<file path="src/hw/rtl/cgpw_pkg.sv">
package cgpw_pkg;

	localparam int CFG_W       = 12;
	localparam int COORD_W     = 13;
	localparam int COLOR_W     = 32;
	localparam int ADDR_W      = 22;
	localparam int GLYPH_SIZE  = 8;
	localparam int GLYPH_BITS  = GLYPH_SIZE * GLYPH_SIZE;
	localparam int GLYPH_IDX_W = $clog2(GLYPH_BITS);
	localparam int GLYPH_RC_W  = $clog2(GLYPH_SIZE);

	localparam int MAX_WIDTH_DEF   = 2048;
	localparam int MAX_HEIGHT_DEF  = 2048;
	localparam int QUEUE_DEPTH_DEF = 2;

	localparam logic [CFG_W-1:0] WIDTH_RESET  = 12'd640;
	localparam logic [CFG_W-1:0] HEIGHT_RESET = 12'd480;

	localparam logic REG_SCREEN_WIDTH  = 1'b0;
	localparam logic REG_SCREEN_HEIGHT = 1'b1;

	localparam logic OP_PIXEL = 1'b0;
	localparam logic OP_GLYPH = 1'b1;

	// one clipped request handed from front to back
	typedef struct packed {
		logic [GLYPH_BITS-1:0] mask;
		logic [ADDR_W-1:0]     base;
		logic [CFG_W-1:0]      width;
		logic [COLOR_W-1:0]    color;
	} cmd_t;

endpackage

</file>
<file path="src/hw/rtl/clipped_glyph_and_pixel_writer.sv">
// Turns pixel and 8x8 glyph draw requests into clipped framebuffer writes, one
// result per on-screen pixel, in glyph bit order, with last_write on the final
// write of each request; requests with nothing on screen produce no result.
// A request passes through the front-end registers s1 and s2 (clip mask and
// row-base multiply), then waits in a small queue; the back end emits one
// write per cycle while its output register is free or being popped, so a
// glyph with n visible set bits (up to 64) takes n writes, and a pixel request
// one. Sustained rate is set by that emitter. Configuration writes are always
// ready and must only be issued while idle.
module clipped_glyph_and_pixel_writer
	import cgpw_pkg::*;
#(
	parameter int MAX_WIDTH   = MAX_WIDTH_DEF,
	parameter int MAX_HEIGHT  = MAX_HEIGHT_DEF,
	parameter int QUEUE_DEPTH = QUEUE_DEPTH_DEF
) (
	input  logic                      clk,
	input  logic                      arst_n,
	input  logic                      push,
	output logic                      full,
	input  logic                      op,
	input  logic signed [COORD_W-1:0] pos_x,
	input  logic signed [COORD_W-1:0] pos_y,
	input  logic [COLOR_W-1:0]        pixel_color,
	input  logic [GLYPH_BITS-1:0]     glyph_bits,
	output logic                      empty,
	input  logic                      pop,
	output logic [ADDR_W-1:0]         write_address,
	output logic [COLOR_W-1:0]        write_color,
	output logic                      last_write,
	input  logic                      cfg_valid,
	output logic                      cfg_ready,
	input  logic                      cfg_index,
	input  logic [CFG_W-1:0]          cfg_data
);

	logic [CFG_W-1:0] width_q;
	logic [CFG_W-1:0] height_q;

	logic q_push;
	logic q_full;
	logic q_pop;
	logic q_valid;
	cmd_t q_wdata;
	cmd_t q_rdata;

	assign cfg_ready = 1'b1;

	always_ff @(posedge clk or negedge arst_n) begin
		if (!arst_n) begin
			width_q  <= WIDTH_RESET;
			height_q <= HEIGHT_RESET;
		end else if (cfg_valid && cfg_ready) begin
			unique case (cfg_index)
				REG_SCREEN_WIDTH:  width_q  <= cfg_data;
				REG_SCREEN_HEIGHT: height_q <= cfg_data;
				default: ;
			endcase
		end
	end

	cgpw_front #(
		.MAX_WIDTH  (MAX_WIDTH),
		.MAX_HEIGHT (MAX_HEIGHT)
	) u_front (
		.clk           (clk),
		.arst_n        (arst_n),
		.push          (push),
		.full          (full),
		.op            (op),
		.pos_x         (pos_x),
		.pos_y         (pos_y),
		.pixel_color   (pixel_color),
		.glyph_bits    (glyph_bits),
		.screen_width  (width_q),
		.screen_height (height_q),
		.q_push        (q_push),
		.q_data        (q_wdata),
		.q_full        (q_full)
	);

	cgpw_queue #(
		.DEPTH (QUEUE_DEPTH)
	) u_queue (
		.clk       (clk),
		.arst_n    (arst_n),
		.push      (q_push),
		.push_data (q_wdata),
		.full      (q_full),
		.pop       (q_pop),
		.pop_data  (q_rdata),
		.valid     (q_valid)
	);

	cgpw_back u_back (
		.clk           (clk),
		.arst_n        (arst_n),
		.q_valid       (q_valid),
		.q_data        (q_rdata),
		.q_pop         (q_pop),
		.empty         (empty),
		.pop           (pop),
		.write_address (write_address),
		.write_color   (write_color),
		.last_write    (last_write)
	);

endmodule

</file>
<file path="src/hw/rtl/cgpw_front.sv">
module cgpw_front
	import cgpw_pkg::*;
#(
	parameter int MAX_WIDTH  = MAX_WIDTH_DEF,
	parameter int MAX_HEIGHT = MAX_HEIGHT_DEF
) (
	input  logic                      clk,
	input  logic                      arst_n,
	input  logic                      push,
	output logic                      full,
	input  logic                      op,
	input  logic signed [COORD_W-1:0] pos_x,
	input  logic signed [COORD_W-1:0] pos_y,
	input  logic [COLOR_W-1:0]        pixel_color,
	input  logic [GLYPH_BITS-1:0]     glyph_bits,
	input  logic [CFG_W-1:0]          screen_width,
	input  logic [CFG_W-1:0]          screen_height,
	output logic                      q_push,
	output cmd_t                      q_data,
	input  logic                      q_full
);

	logic                      valid_s1;
	logic                      op_s1;
	logic [COORD_W-1:0]        x_s1;
	logic [COORD_W-1:0]        y_s1;
	logic [COLOR_W-1:0]        color_s1;
	logic [GLYPH_BITS-1:0]     bits_s1;

	logic                      valid_s2;
	logic [GLYPH_BITS-1:0]     mask_s2;
	logic [ADDR_W-1:0]         prod_s2;
	logic [COORD_W-1:0]        x_s2;
	logic [CFG_W-1:0]          w_s2;
	logic [COLOR_W-1:0]        color_s2;

	logic [CFG_W-1:0]          w_eff;
	logic [CFG_W-1:0]          h_eff;
	logic [GLYPH_SIZE-1:0]     col_ok;
	logic [GLYPH_SIZE-1:0]     row_ok;
	logic [GLYPH_BITS-1:0]     draw_bits;
	logic [GLYPH_BITS-1:0]     mask_d;
	logic signed [2*COORD_W-1:0] prod_d;
	logic signed [COORD_W:0]   col_d [GLYPH_SIZE];
	logic signed [COORD_W:0]   row_d [GLYPH_SIZE];

	logic                      s2_live;
	logic                      s2_stall;
	logic                      s1_adv;
	logic                      accept;

	assign w_eff = (32'(screen_width) > MAX_WIDTH) ? CFG_W'(MAX_WIDTH) : screen_width;
	assign h_eff = (32'(screen_height) > MAX_HEIGHT) ? CFG_W'(MAX_HEIGHT) : screen_height;

	always_comb begin
		for (int i = 0; i < GLYPH_SIZE; i++) begin
			col_d[i]  = $signed({x_s1[COORD_W-1], x_s1}) + $signed((COORD_W+1)'(i));
			row_d[i]  = $signed({y_s1[COORD_W-1], y_s1}) + $signed((COORD_W+1)'(i));
			col_ok[i] = !col_d[i][COORD_W] && (col_d[i][COORD_W-1:0] < {1'b0, w_eff});
			row_ok[i] = !row_d[i][COORD_W] && (row_d[i][COORD_W-1:0] < {1'b0, h_eff});
		end
		draw_bits = (op_s1 == OP_GLYPH) ? bits_s1 : GLYPH_BITS'(1);
		for (int k = 0; k < GLYPH_BITS; k++) begin
			mask_d[k] = draw_bits[k] & col_ok[k % GLYPH_SIZE] & row_ok[k / GLYPH_SIZE];
		end
	end

	assign prod_d = $signed({1'b0, w_eff}) * $signed(y_s1);

	assign s2_live  = |mask_s2;
	assign s2_stall = valid_s2 && s2_live && q_full;
	assign s1_adv   = valid_s1 && !s2_stall;
	assign full     = valid_s1 && s2_stall;
	assign accept   = push && !full;
	assign q_push   = valid_s2 && s2_live && !q_full;

	assign q_data.mask  = mask_s2;
	assign q_data.base  = prod_s2 + ADDR_W'($signed(x_s2));
	assign q_data.width = w_s2;
	assign q_data.color = color_s2;

	always_ff @(posedge clk or negedge arst_n) begin
		if (!arst_n) begin
			valid_s1 <= 1'b0;
			valid_s2 <= 1'b0;
		end else begin
			if (accept)
				valid_s1 <= 1'b1;
			else if (s1_adv)
				valid_s1 <= 1'b0;
			if (s1_adv)
				valid_s2 <= 1'b1;
			else if (!s2_stall)
				valid_s2 <= 1'b0;
		end
	end

	always_ff @(posedge clk) begin
		if (accept) begin
			op_s1    <= op;
			x_s1     <= pos_x;
			y_s1     <= pos_y;
			color_s1 <= pixel_color;
			bits_s1  <= glyph_bits;
		end
		if (s1_adv) begin
			mask_s2  <= mask_d;
			prod_s2  <= prod_d[ADDR_W-1:0];
			x_s2     <= x_s1;
			w_s2     <= w_eff;
			color_s2 <= color_s1;
		end
	end

endmodule

</file>
<file path="src/hw/rtl/cgpw_queue.sv">
module cgpw_queue
	import cgpw_pkg::*;
#(
	parameter int DEPTH = QUEUE_DEPTH_DEF
) (
	input  logic clk,
	input  logic arst_n,
	input  logic push,
	input  cmd_t push_data,
	output logic full,
	input  logic pop,
	output cmd_t pop_data,
	output logic valid
);

	localparam int PTR_W = (DEPTH > 1) ? $clog2(DEPTH) : 1;
	localparam int CNT_W = $clog2(DEPTH + 1);

	cmd_t             slot_q [DEPTH];
	logic [PTR_W-1:0] wr_ptr_q;
	logic [PTR_W-1:0] rd_ptr_q;
	logic [CNT_W-1:0] count_q;

	assign full     = (count_q == CNT_W'(DEPTH));
	assign valid    = (count_q != '0);
	assign pop_data = slot_q[rd_ptr_q];

	always_ff @(posedge clk or negedge arst_n) begin
		if (!arst_n) begin
			wr_ptr_q <= '0;
			rd_ptr_q <= '0;
			count_q  <= '0;
		end else begin
			if (push)
				wr_ptr_q <= (wr_ptr_q == PTR_W'(DEPTH - 1)) ? '0 : wr_ptr_q + 1'b1;
			if (pop)
				rd_ptr_q <= (rd_ptr_q == PTR_W'(DEPTH - 1)) ? '0 : rd_ptr_q + 1'b1;
			if (push && !pop)
				count_q <= count_q + 1'b1;
			else if (pop && !push)
				count_q <= count_q - 1'b1;
		end
	end

	always_ff @(posedge clk) begin
		if (push)
			slot_q[wr_ptr_q] <= push_data;
	end

	a_no_overflow: assert property (@(posedge clk) disable iff (!arst_n)
		push |-> (count_q < CNT_W'(DEPTH)) || pop)
		else $error("queue push while full");

	a_no_underflow: assert property (@(posedge clk) disable iff (!arst_n)
		pop |-> count_q != '0)
		else $error("queue pop while empty");

endmodule

</file>
<file path="src/hw/rtl/cgpw_back.sv">
module cgpw_back
	import cgpw_pkg::*;
(
	input  logic              clk,
	input  logic              arst_n,
	input  logic              q_valid,
	input  cmd_t              q_data,
	output logic              q_pop,
	output logic              empty,
	input  logic              pop,
	output logic [ADDR_W-1:0] write_address,
	output logic [COLOR_W-1:0] write_color,
	output logic              last_write
);

	logic                  cur_valid_q;
	logic [GLYPH_BITS-1:0] cur_mask_q;
	logic [ADDR_W-1:0]     cur_base_q;
	logic [CFG_W-1:0]      cur_width_q;
	logic [COLOR_W-1:0]    cur_color_q;

	logic                  out_valid_q;
	logic [ADDR_W-1:0]     out_addr_q;
	logic [COLOR_W-1:0]    out_color_q;
	logic                  out_last_q;

	logic                   out_free;
	logic                   step;
	logic [GLYPH_IDX_W-1:0] idx;
	logic [GLYPH_RC_W-1:0]  row;
	logic [GLYPH_RC_W-1:0]  col;
	logic [GLYPH_BITS-1:0]  rest_mask;
	logic                   done;
	logic [ADDR_W-1:0]      addr_d;

	always_comb begin
		idx = '0;
		for (int i = GLYPH_BITS - 1; i >= 0; i--) begin
			if (cur_mask_q[i])
				idx = GLYPH_IDX_W'(i);
		end
	end

	assign row       = idx[GLYPH_IDX_W-1:GLYPH_RC_W];
	assign col       = idx[GLYPH_RC_W-1:0];
	assign rest_mask = cur_mask_q & (cur_mask_q - 1'b1);
	assign done      = (rest_mask == '0);
	assign addr_d    = cur_base_q + ADDR_W'(cur_width_q) * ADDR_W'(row) + ADDR_W'(col);

	assign out_free = !out_valid_q || pop;
	assign step     = cur_valid_q && out_free;
	assign q_pop    = q_valid && (!cur_valid_q || (step && done));

	assign empty         = !out_valid_q;
	assign write_address = out_addr_q;
	assign write_color   = out_color_q;
	assign last_write    = out_last_q;

	always_ff @(posedge clk or negedge arst_n) begin
		if (!arst_n) begin
			cur_valid_q <= 1'b0;
			out_valid_q <= 1'b0;
		end else begin
			if (q_pop)
				cur_valid_q <= 1'b1;
			else if (step && done)
				cur_valid_q <= 1'b0;
			if (step)
				out_valid_q <= 1'b1;
			else if (pop)
				out_valid_q <= 1'b0;
		end
	end

	always_ff @(posedge clk) begin
		if (q_pop) begin
			cur_mask_q  <= q_data.mask;
			cur_base_q  <= q_data.base;
			cur_width_q <= q_data.width;
			cur_color_q <= q_data.color;
		end else if (step) begin
			cur_mask_q <= rest_mask;
		end
		if (step) begin
			out_addr_q  <= addr_d;
			out_color_q <= cur_color_q;
			out_last_q  <= done;
		end
	end

	a_cur_nonempty: assert property (@(posedge clk) disable iff (!arst_n)
		cur_valid_q |-> cur_mask_q != '0)
		else $error("active request with no pixels left");

	a_last_marks_end: assert property (@(posedge clk) disable iff (!arst_n)
		step |=> out_last_q == $past(done))
		else $error("last_write out of step with remaining mask");

	a_load_only_when_free: assert property (@(posedge clk) disable iff (!arst_n)
		q_pop |-> !cur_valid_q || (step && done))
		else $error("request loaded over unfinished one");

endmodule
</file>
<file path="config.mk">
export PLATFORM = sky130hd
export DESIGN_NAME = clipped_glyph_and_pixel_writer
export DESIGN_NICKNAME = d
export VERILOG_FILES = /design/src/hw/rtl/cgpw_pkg.sv /design/src/hw/rtl/clipped_glyph_and_pixel_writer.sv /design/src/hw/rtl/cgpw_front.sv /design/src/hw/rtl/cgpw_queue.sv /design/src/hw/rtl/cgpw_back.sv
export SDC_FILE = /design/constraint.sdc
export NUM_CORES = 2
export LEC_CHECK = 0
export BUFFER_PORTS_ARGS = -buffer_cell sky130_fd_sc_hd__buf_2
export CAP_MARGIN = 20
export CORE_ASPECT_RATIO = 1.1
export CORE_MARGIN = 5
export CORE_UTILIZATION = 35
export DETAILED_ROUTE_END_ITERATION = 6
export PLACE_DENSITY = 0.47
export SLEW_MARGIN = 15
export SYNTH_ARGS = -nofsm -noshare
export SYNTH_HDL_FRONTEND = slang
export SYNTH_SLANG_ARGS = --single-unit
</file>
<file path="constraint.sdc">
create_clock -name clk -period 9.9 [get_ports clk]
set_clock_uncertainty 0.1 [all_clocks]
set_input_delay 0.495 -clock clk [delete_from_list [all_inputs] [get_ports clk]]
set_output_delay 0.495 -clock clk [all_outputs]
set_load 0.005 [all_outputs]
</file>
Word-level counts from Yosys, hierarchy flattened
Memory sizes are Yosys's and may differ from the RTL's.
Cells that the tools add are included.
Word-level totals
  word-level logic and storage cells: 346
  memories: 1
  input port bits: 141
  RAM bits: 260
  output and inout bits: 58
  bits in registers: 483
Memory list
  u_queue.slot_q: depth 2, width 130, rd ports 1, clocked after Yosys merged registers in 0, wr ports 1, line cgpw_queue.sv:19  | cmd_t slot_q [DEPTH];
Operators by class
  eq/ne operators: 2
  add/sub/neg operators: 22
  reductions and logical operators: 62
  bitwise logic cells: 130
  muxes and demuxes: 83
  order comparisons: 18
  multipliers: 2
Operators with widths (number)
  6-bit two-way mux: 64
  13-bit by 12-bit less-than comparator with 1-bit output: 16
  64-bit two-way mux: 3
  1-bit bitwise AND: 128
  13-bit by 4-bit adder with 14-bit output, second input constant: 8
  64-bit bitwise AND: 1
  64-bit logical NOT: 1
  64-bit OR reduction: 1
  64-bit by 1-bit subtractor with 64-bit output, second input constant: 1
  13-bit by 3-bit adder with 14-bit output, second input constant: 4
  13-bit by 2-bit adder with 14-bit output, second input constant: 2
  1-bit logical AND: 27
  12-bit > comparator, second input constant: 2
  12-bit two-way mux: 2
  1-bit logical NOT: 23
  22-bit by 15-bit adder with 22-bit output: 1
  22-bit adder: 1
  22-bit by 3-bit adder with 22-bit output: 1
  13-bit by 13-bit multiplier with 22-bit output: 1
  12-bit by 3-bit multiplier with 15-bit output: 1
  1-bit two-way mux: 12
  2-bit nonzero test: 6
  2-bit two-way mux: 2
  2-bit AND reduction: 2
  other kinds (7): 9

Longest topological paths before layout
  depth after elaboration: 67
  gate-level depth with buffers: 28
  gate-level depth less buffers: 27

Cells and area by module
Synthesis repeated with hierarchy kept, for this count alone.
Unflattened totals
  cell total of the unflattened synthesis: 3169
  area, all modules: 41911.4 um2
By module, submodules not included
  cgpw_front: cells an instance 1906, instances 1, area each 20822.5 um2, seq. area each 8037.7 um2
  cgpw_back: cells an instance 788, instances 1, area each 10171.0 um2, seq. area each 5605.4 um2
  cgpw_queue: cells an instance 421, instances 1, area each 9945.8 um2, seq. area each 7907.6 um2
  clipped_glyph_and_pixel_writer: cells an instance 54, instances 1, area each 972.2 um2, seq. area each 608.1 um2

Least setup slack after synthesis
OpenSTA, ideal clock, no wires.
  kind: reg-to-reg
  from: register u_front.mask_s2[0]
  to: register u_front.color_s2[0] (enable)
  path slack: 1.534 ns
  arrival time: 7.602 ns
  cell stages (with the launch flop): 6
  setup time: 0.664 ns
  data required time: 9.136 ns
  path buffers: 0
  clock period less this slack: 8.366 ns
  path through: edfxtp_1 -> nor4_1 -> nand4_1 -> o41ai_1 -> nor3b_1 -> nor2b_1
Between the ends
  word-level cells in the longest chain between the ends: 5
Ends and longest elaborated chain
  start, declared: line cgpw_front.sv:31  | logic [GLYPH_BITS-1:0] mask_s2;
  start signal, assigned: line cgpw_front.sv:107  | mask_s2 <= mask_d;
  64-bit OR reduction: line cgpw_front.sv:70  | assign s2_live = |mask_s2;
  1-bit logical AND (2 in series): line cgpw_front.sv:71  | assign s2_stall = valid_s2 && s2_live && q_full;
  1-bit logical NOT: line cgpw_front.sv:72  | assign s1_adv = valid_s1 && !s2_stall;
  1-bit logical AND: line cgpw_front.sv:72
  named net u_front.s1_adv: line cgpw_front.sv:49  | logic s1_adv;
  end signal, assigned: line cgpw_front.sv:111  | color_s2 <= color_s1;
  end, declared: line cgpw_front.sv:35  | logic [COLOR_W-1:0] color_s2;
The timed path passes the listed nets, and every way through them passes these cells.
A chain may end at the register's enable or synchronous reset.

Final worst setup path
  from: register width_q[11]
  to: register u_front.prod_s2[21], data pin
Between the ends
  word-level cells in the longest chain between the ends: 3
Ends and longest elaborated chain
  start, declared: line clipped_glyph_and_pixel_writer.sv:37  | logic [CFG_W-1:0] width_q;
  start signal, assigned: line clipped_glyph_and_pixel_writer.sv:55  | REG_SCREEN_WIDTH: width_q <= cfg_data;
  12-bit > comparator: line cgpw_front.sv:52  | assign w_eff = (32'(screen_width) > MAX_WIDTH) ? CFG_W'(MAX_WIDTH) : screen_width;
  12-bit two-way mux *: line cgpw_front.sv:52
  13-bit by 13-bit multiplier with 22-bit output *: line cgpw_front.sv:68  | assign prod_d = $signed({1'b0, w_eff}) * $signed(y_s1);
  named net u_front.prod_d[21]: line cgpw_front.sv:43  | logic signed [2*COORD_W-1:0] prod_d;
  end signal, assigned: line cgpw_front.sv:108  | prod_s2 <= prod_d[ADDR_W-1:0];
  end, declared: line cgpw_front.sv:32  | logic [ADDR_W-1:0] prod_s2;
The timed path passes the listed nets; every way through them passes the cells marked *.

==> flow_metrics.py <==
metrics = {
    "outcome": {
        "status": "completed",
    },
    "final_layout": {
        "final_common_cell": "edfxtp_1",
        "final_design_area_no_fill_um2": 47800,
        "seqCellArea_um2": 22200,
        "multiInputGateArea_um2": 17400,
        "num-fill-cells": 10800,
        "fin_nets": 4087,
        "synthToLayoutAreaGrowth_pct": 17.2,
        "final_core_util_pct": 41.2,
        "drive_above_1_share_pct": 14.2,
        "most-common-layout-cells": "edfxtp_1 (711), ha_1 (313), nand2_1 (231), inv_1 (224), buf_2 (198)",
    },
    "cts": {
        "clk_latency_ns": 0.64,
        "cts_buffers": 83,
        "cts_resized": 0,
        "clock_path_buffers": 3,
        "cts_root_buf": "clkbuf_16",
        "numClockSinks": 743,
        "cts_setup_buffers": 0,
        "cts_tree": "yes",
        "clk_pin_slew_ns": 0.06,
        "htreeDepth": 3,
    },
    "routing": {
        "ant_nets": 0,
        "drc_errors": 0,
        "drtIter0Drc": 1536,
        "wl_per_cell_um": 21.6,
        "drt-vias-per-instance": 5.04,
        "wirelength_um": 110000,
        "routed-via-count": 25700,
        "drtPass1Iterations": 5,
    },
    "global_route": {
        "antenna_found_initial": 6,
        "grt_pass1_vias": 27200,
        "grt_max_degree": 144,
        "grtUsageTotal_pct": 17.6,
        "grt_overflow": 0,
        "grt_pass1_wl_um": 167000,
    },
    "synthesis": {
        "yosysSeqAreaShare_pct": 54.4,
        "ys.flop_type": "edfxtp_1",
        "synth_edf_count": 711,
        "async_flop_share_pct": 4.31,
        "synth_cell_types": 74,
        "synthCells": 3149,
        "syn_area_um2": 40800,
        "synth_seq_cells": 743,
        "syn_avg_cell_area_um2": 12.9,
        "synth_nets": 3738,
        "yosys_warnings": 0,
    },
    "sta": {
        "max_freq_mhz": 127,
        "worst-slew-pin-transition_ns": 1.09,
        "setup_tns_ns": 0,
        "fin_crit_sh_pct": 79.4,
        "slew_viol_final": 0,
        "period_minus_slack_ns": 7.86,
        "maxSlewHeadroom_pct": 27.1,
        "grt_setup_unrepaired": "false",
        "setup_viol": 0,
        "hold_viol": 0,
    },
    "hold_path": {
        "hp-start": "push",
        "holdPathEnd": "u_front.valid_s1",
        "hold_class": "in -> reg",
        "hold_depth": 2,
    },
    "floorplan": {
        "start_util_pct": 35.2,
        "die_h_um": 368,
        "num_rows": 131,
        "die_w_um": 335,
        "pin_count": 199,
        "dieArea_um2": 123000,
        "core-area_um2": 116000,
    },
    "setup_path": {
        "critical_path_arrival_ns": 8.13,
        "cp_max_fo": 19,
        "r2r_slack_ns": 2.04,
        "r2r-start": "width_q[11]",
        "required_ns": 10.17,
        "crit_path_end_kind": "register",
        "critPathLaunchType": "register",
        "rr_endpoint": "u_front.prod_s2[21]",
        "r2r_cells": 24,
        "critPathKind": "reg -> reg",
    },
    "pwr": {
        "power_switching_w": 0.00427,
        "comb_power_share_pct": 35.5,
        "power.density_nw_per_um2": 261,
        "pwr-share-seq_pct": 39.6,
        "vdd.ir_drop.worst_mv": 0.253,
        "swShare_pct": 34.3,
        "p_int_w": 0.00818,
        "leakagePower_nw": 19.0,
        "clkPwrFrac_pct": 24.8,
    },
    "placement": {
        "portBuffers": 197,
        "dp_hpwl_um": 79300,
        "dpl_cell_area_um2": 43600,
        "gp_congestion": 0.869,
    },
    "job": {
        "drv_cap": 0,
    },
}
==> how the worst max path moves through the flow <==
| stage | start | endpoint | slack [ns] | cells after the start |
|---|---|---|---|---|
| 3_3_place_gp | width_q[11] | u_front.prod_s2[21] | 2.03 | 24 |
| 3_5_place_dp | width_q[11] | u_front.prod_s2[21] | 1.98 | 24 |
| 2_1_floorplan | u_front.mask_s2[0] | u_front.color_s2[0] | 1.53 | 5 |
| 6_report | width_q[11] | u_front.prod_s2[21] | 2.04 | 24 |
| 5_1_grt | width_q[11] | u_front.prod_s2[21] | 1.57 | 24 |
| 4_1_cts | width_q[11] | u_front.prod_s2[21] | 1.95 | 24 |
==> through the flow <==
| step | hold WS (ns) | instances | setup slack [ns] | power (W) |
|---|---|---|---|---|
| floorplan | 0.0994 | 3149 | 1.53 | 0.00801 |
| CTS | 0.0351 | 5093 | 1.95 | 0.0126 |
| finish | 0.0595 | 5096 | 2.04 | 0.0124 |
| global placement | 0.303 | 4802 | 2.03 | 0.00928 |
| detailed placement | 0.305 | 4804 | 1.98 | 0.00938 |
| global route | 0.0343 | 5095 | 1.57 | 0.0133 |
==> cells by family after synthesis <==
family	share of synthesized area, %
flops	54.4
xor+xnor	4.23
simple gates	10.1
buf+inv	3.22
mux	5.62
fa+ha+maj	16.3
compound gates	6.15
other cells	0.00920
==> power groups by stage <==
stage | logic [W] | clock network [W] | registers (W)
after floorplan | 0.00308 | 0 | 0.00493
after global placement | 0.00431 | 0 | 0.00498
after detailed placement | 0.00437 | 0 | 0.00501
after CTS | 0.00447 | 0.00320 | 0.00495
after global routing | 0.00497 | 0.00333 | 0.00500
final | 0.00442 | 0.00309 | 0.00493
==> cells in the mapped netlist, drive strengths merged, types with 4 or more instances <==
| library cell | number | area, µm² |
|---|---|---|
| a211oi | 13 | 97.6 |
| a2111oi | 6 | 52.6 |
| edfxtp | 711 | 21400 |
| buf | 29 | 151 |
| o41ai | 17 | 149 |
| nand2b | 25 | 156 |
| inv | 225 | 845 |
| o21ai | 91 | 459 |
| o21a | 9 | 67.6 |
| nand4 | 42 | 263 |
| a21o | 51 | 383 |
| or4 | 14 | 109 |
| mux2 | 94 | 1060 |
| fa | 135 | 2700 |
| and3 | 75 | 469 |
| or2 | 15 | 93.8 |
| nand4b | 7 | 61.3 |
| o31a | 4 | 35.0 |
| nand3 | 42 | 210 |
| o211ai | 5 | 37.5 |
| mux2i | 123 | 1230 |
| nor2b | 29 | 181 |
| nand3b | 5 | 37.5 |
| a41oi | 5 | 43.8 |
| a21oi | 120 | 601 |
| a31oi | 9 | 56.3 |
| or3 | 6 | 37.5 |
| dfrtp | 26 | 651 |
| xnor2 | 111 | 972 |
| and2 | 81 | 507 |
| nand2 | 231 | 867 |
| o2111ai | 6 | 52.6 |
| nor3 | 48 | 240 |
| ha | 313 | 3920 |
| o21bai | 13 | 97.6 |
| xor2 | 86 | 753 |
| nor2 | 141 | 529 |
| nor4 | 37 | 278 |
| o22ai | 4 | 25.0 |
| clkbuf | 84 | 315 |
| dfstp | 6 | 158 |
| o31ai | 18 | 135 |
==> critical path, cell delays in order (launching register included) <==
cell	delay (ns)
dfrtp_1	0.54
inv_1	0.73
nand2_1	0.63
inv_1	0.57
nand2_1	0.14
fa_1	0.53
inv_1	0.06
fa_1	0.49
fa_1	0.51
inv_1	0.05
fa_1	0.46
fa_1	0.54
inv_1	0.04
ha_1	0.29
ha_1	0.32
inv_1	0.06
o21bai_1	0.20
a21oi_1	0.12
o21ai_0	0.24
a41oi_1	0.17
a21oi_1	0.33
nand4_1	0.14
nand4b_1	0.11
a21oi_1	0.08
xnor2_1	0.13
==> flip-flops by register name, summed over array words and instances, names as in the netlist, 32 cells and up <==
| register | flops |
|---|---|
| u_back.cur_color_q | 32 |
| u_back.cur_mask_q | 64 |
| u_back.write_color | 32 |
| u_front.bits_s1 | 64 |
| u_front.color_s1 | 32 |
| u_front.color_s2 | 32 |
| u_front.mask_s2 | 64 |
| u_queue.slot_q | 260 |
==> routing by layer <==
| layer | routed length (µm) | GRT usage [%] |
|---|---|---|
| met2 | 51600 | 29.1 |
| met1 | 48700 | 23.5 |
| met4 | 4100 | 6.52 |
| met5 | 0 | 0 |
| met3 | 5570 | 2.78 |
==> final cells by class <==
class	instances	share of cell area, %
Antenna cell	1	0.00524
Sequential cell	743	46.4
Timing Repair Buffer	377	5.66
Clock inverter	46	1.01
Tap cell	1529	4.00
Multi-Input combinational cell	2068	36.4
Inverter	225	1.77
Clock buffer	107	4.76
==> repair_timing <==
item | CTS | global route
endpoints found under the setup margin | 0 | 0
hold buffers | 136 | 0
endpoints found under the hold margin | 171 | 0
No activity file was read; power rests on OpenSTA's default activity.
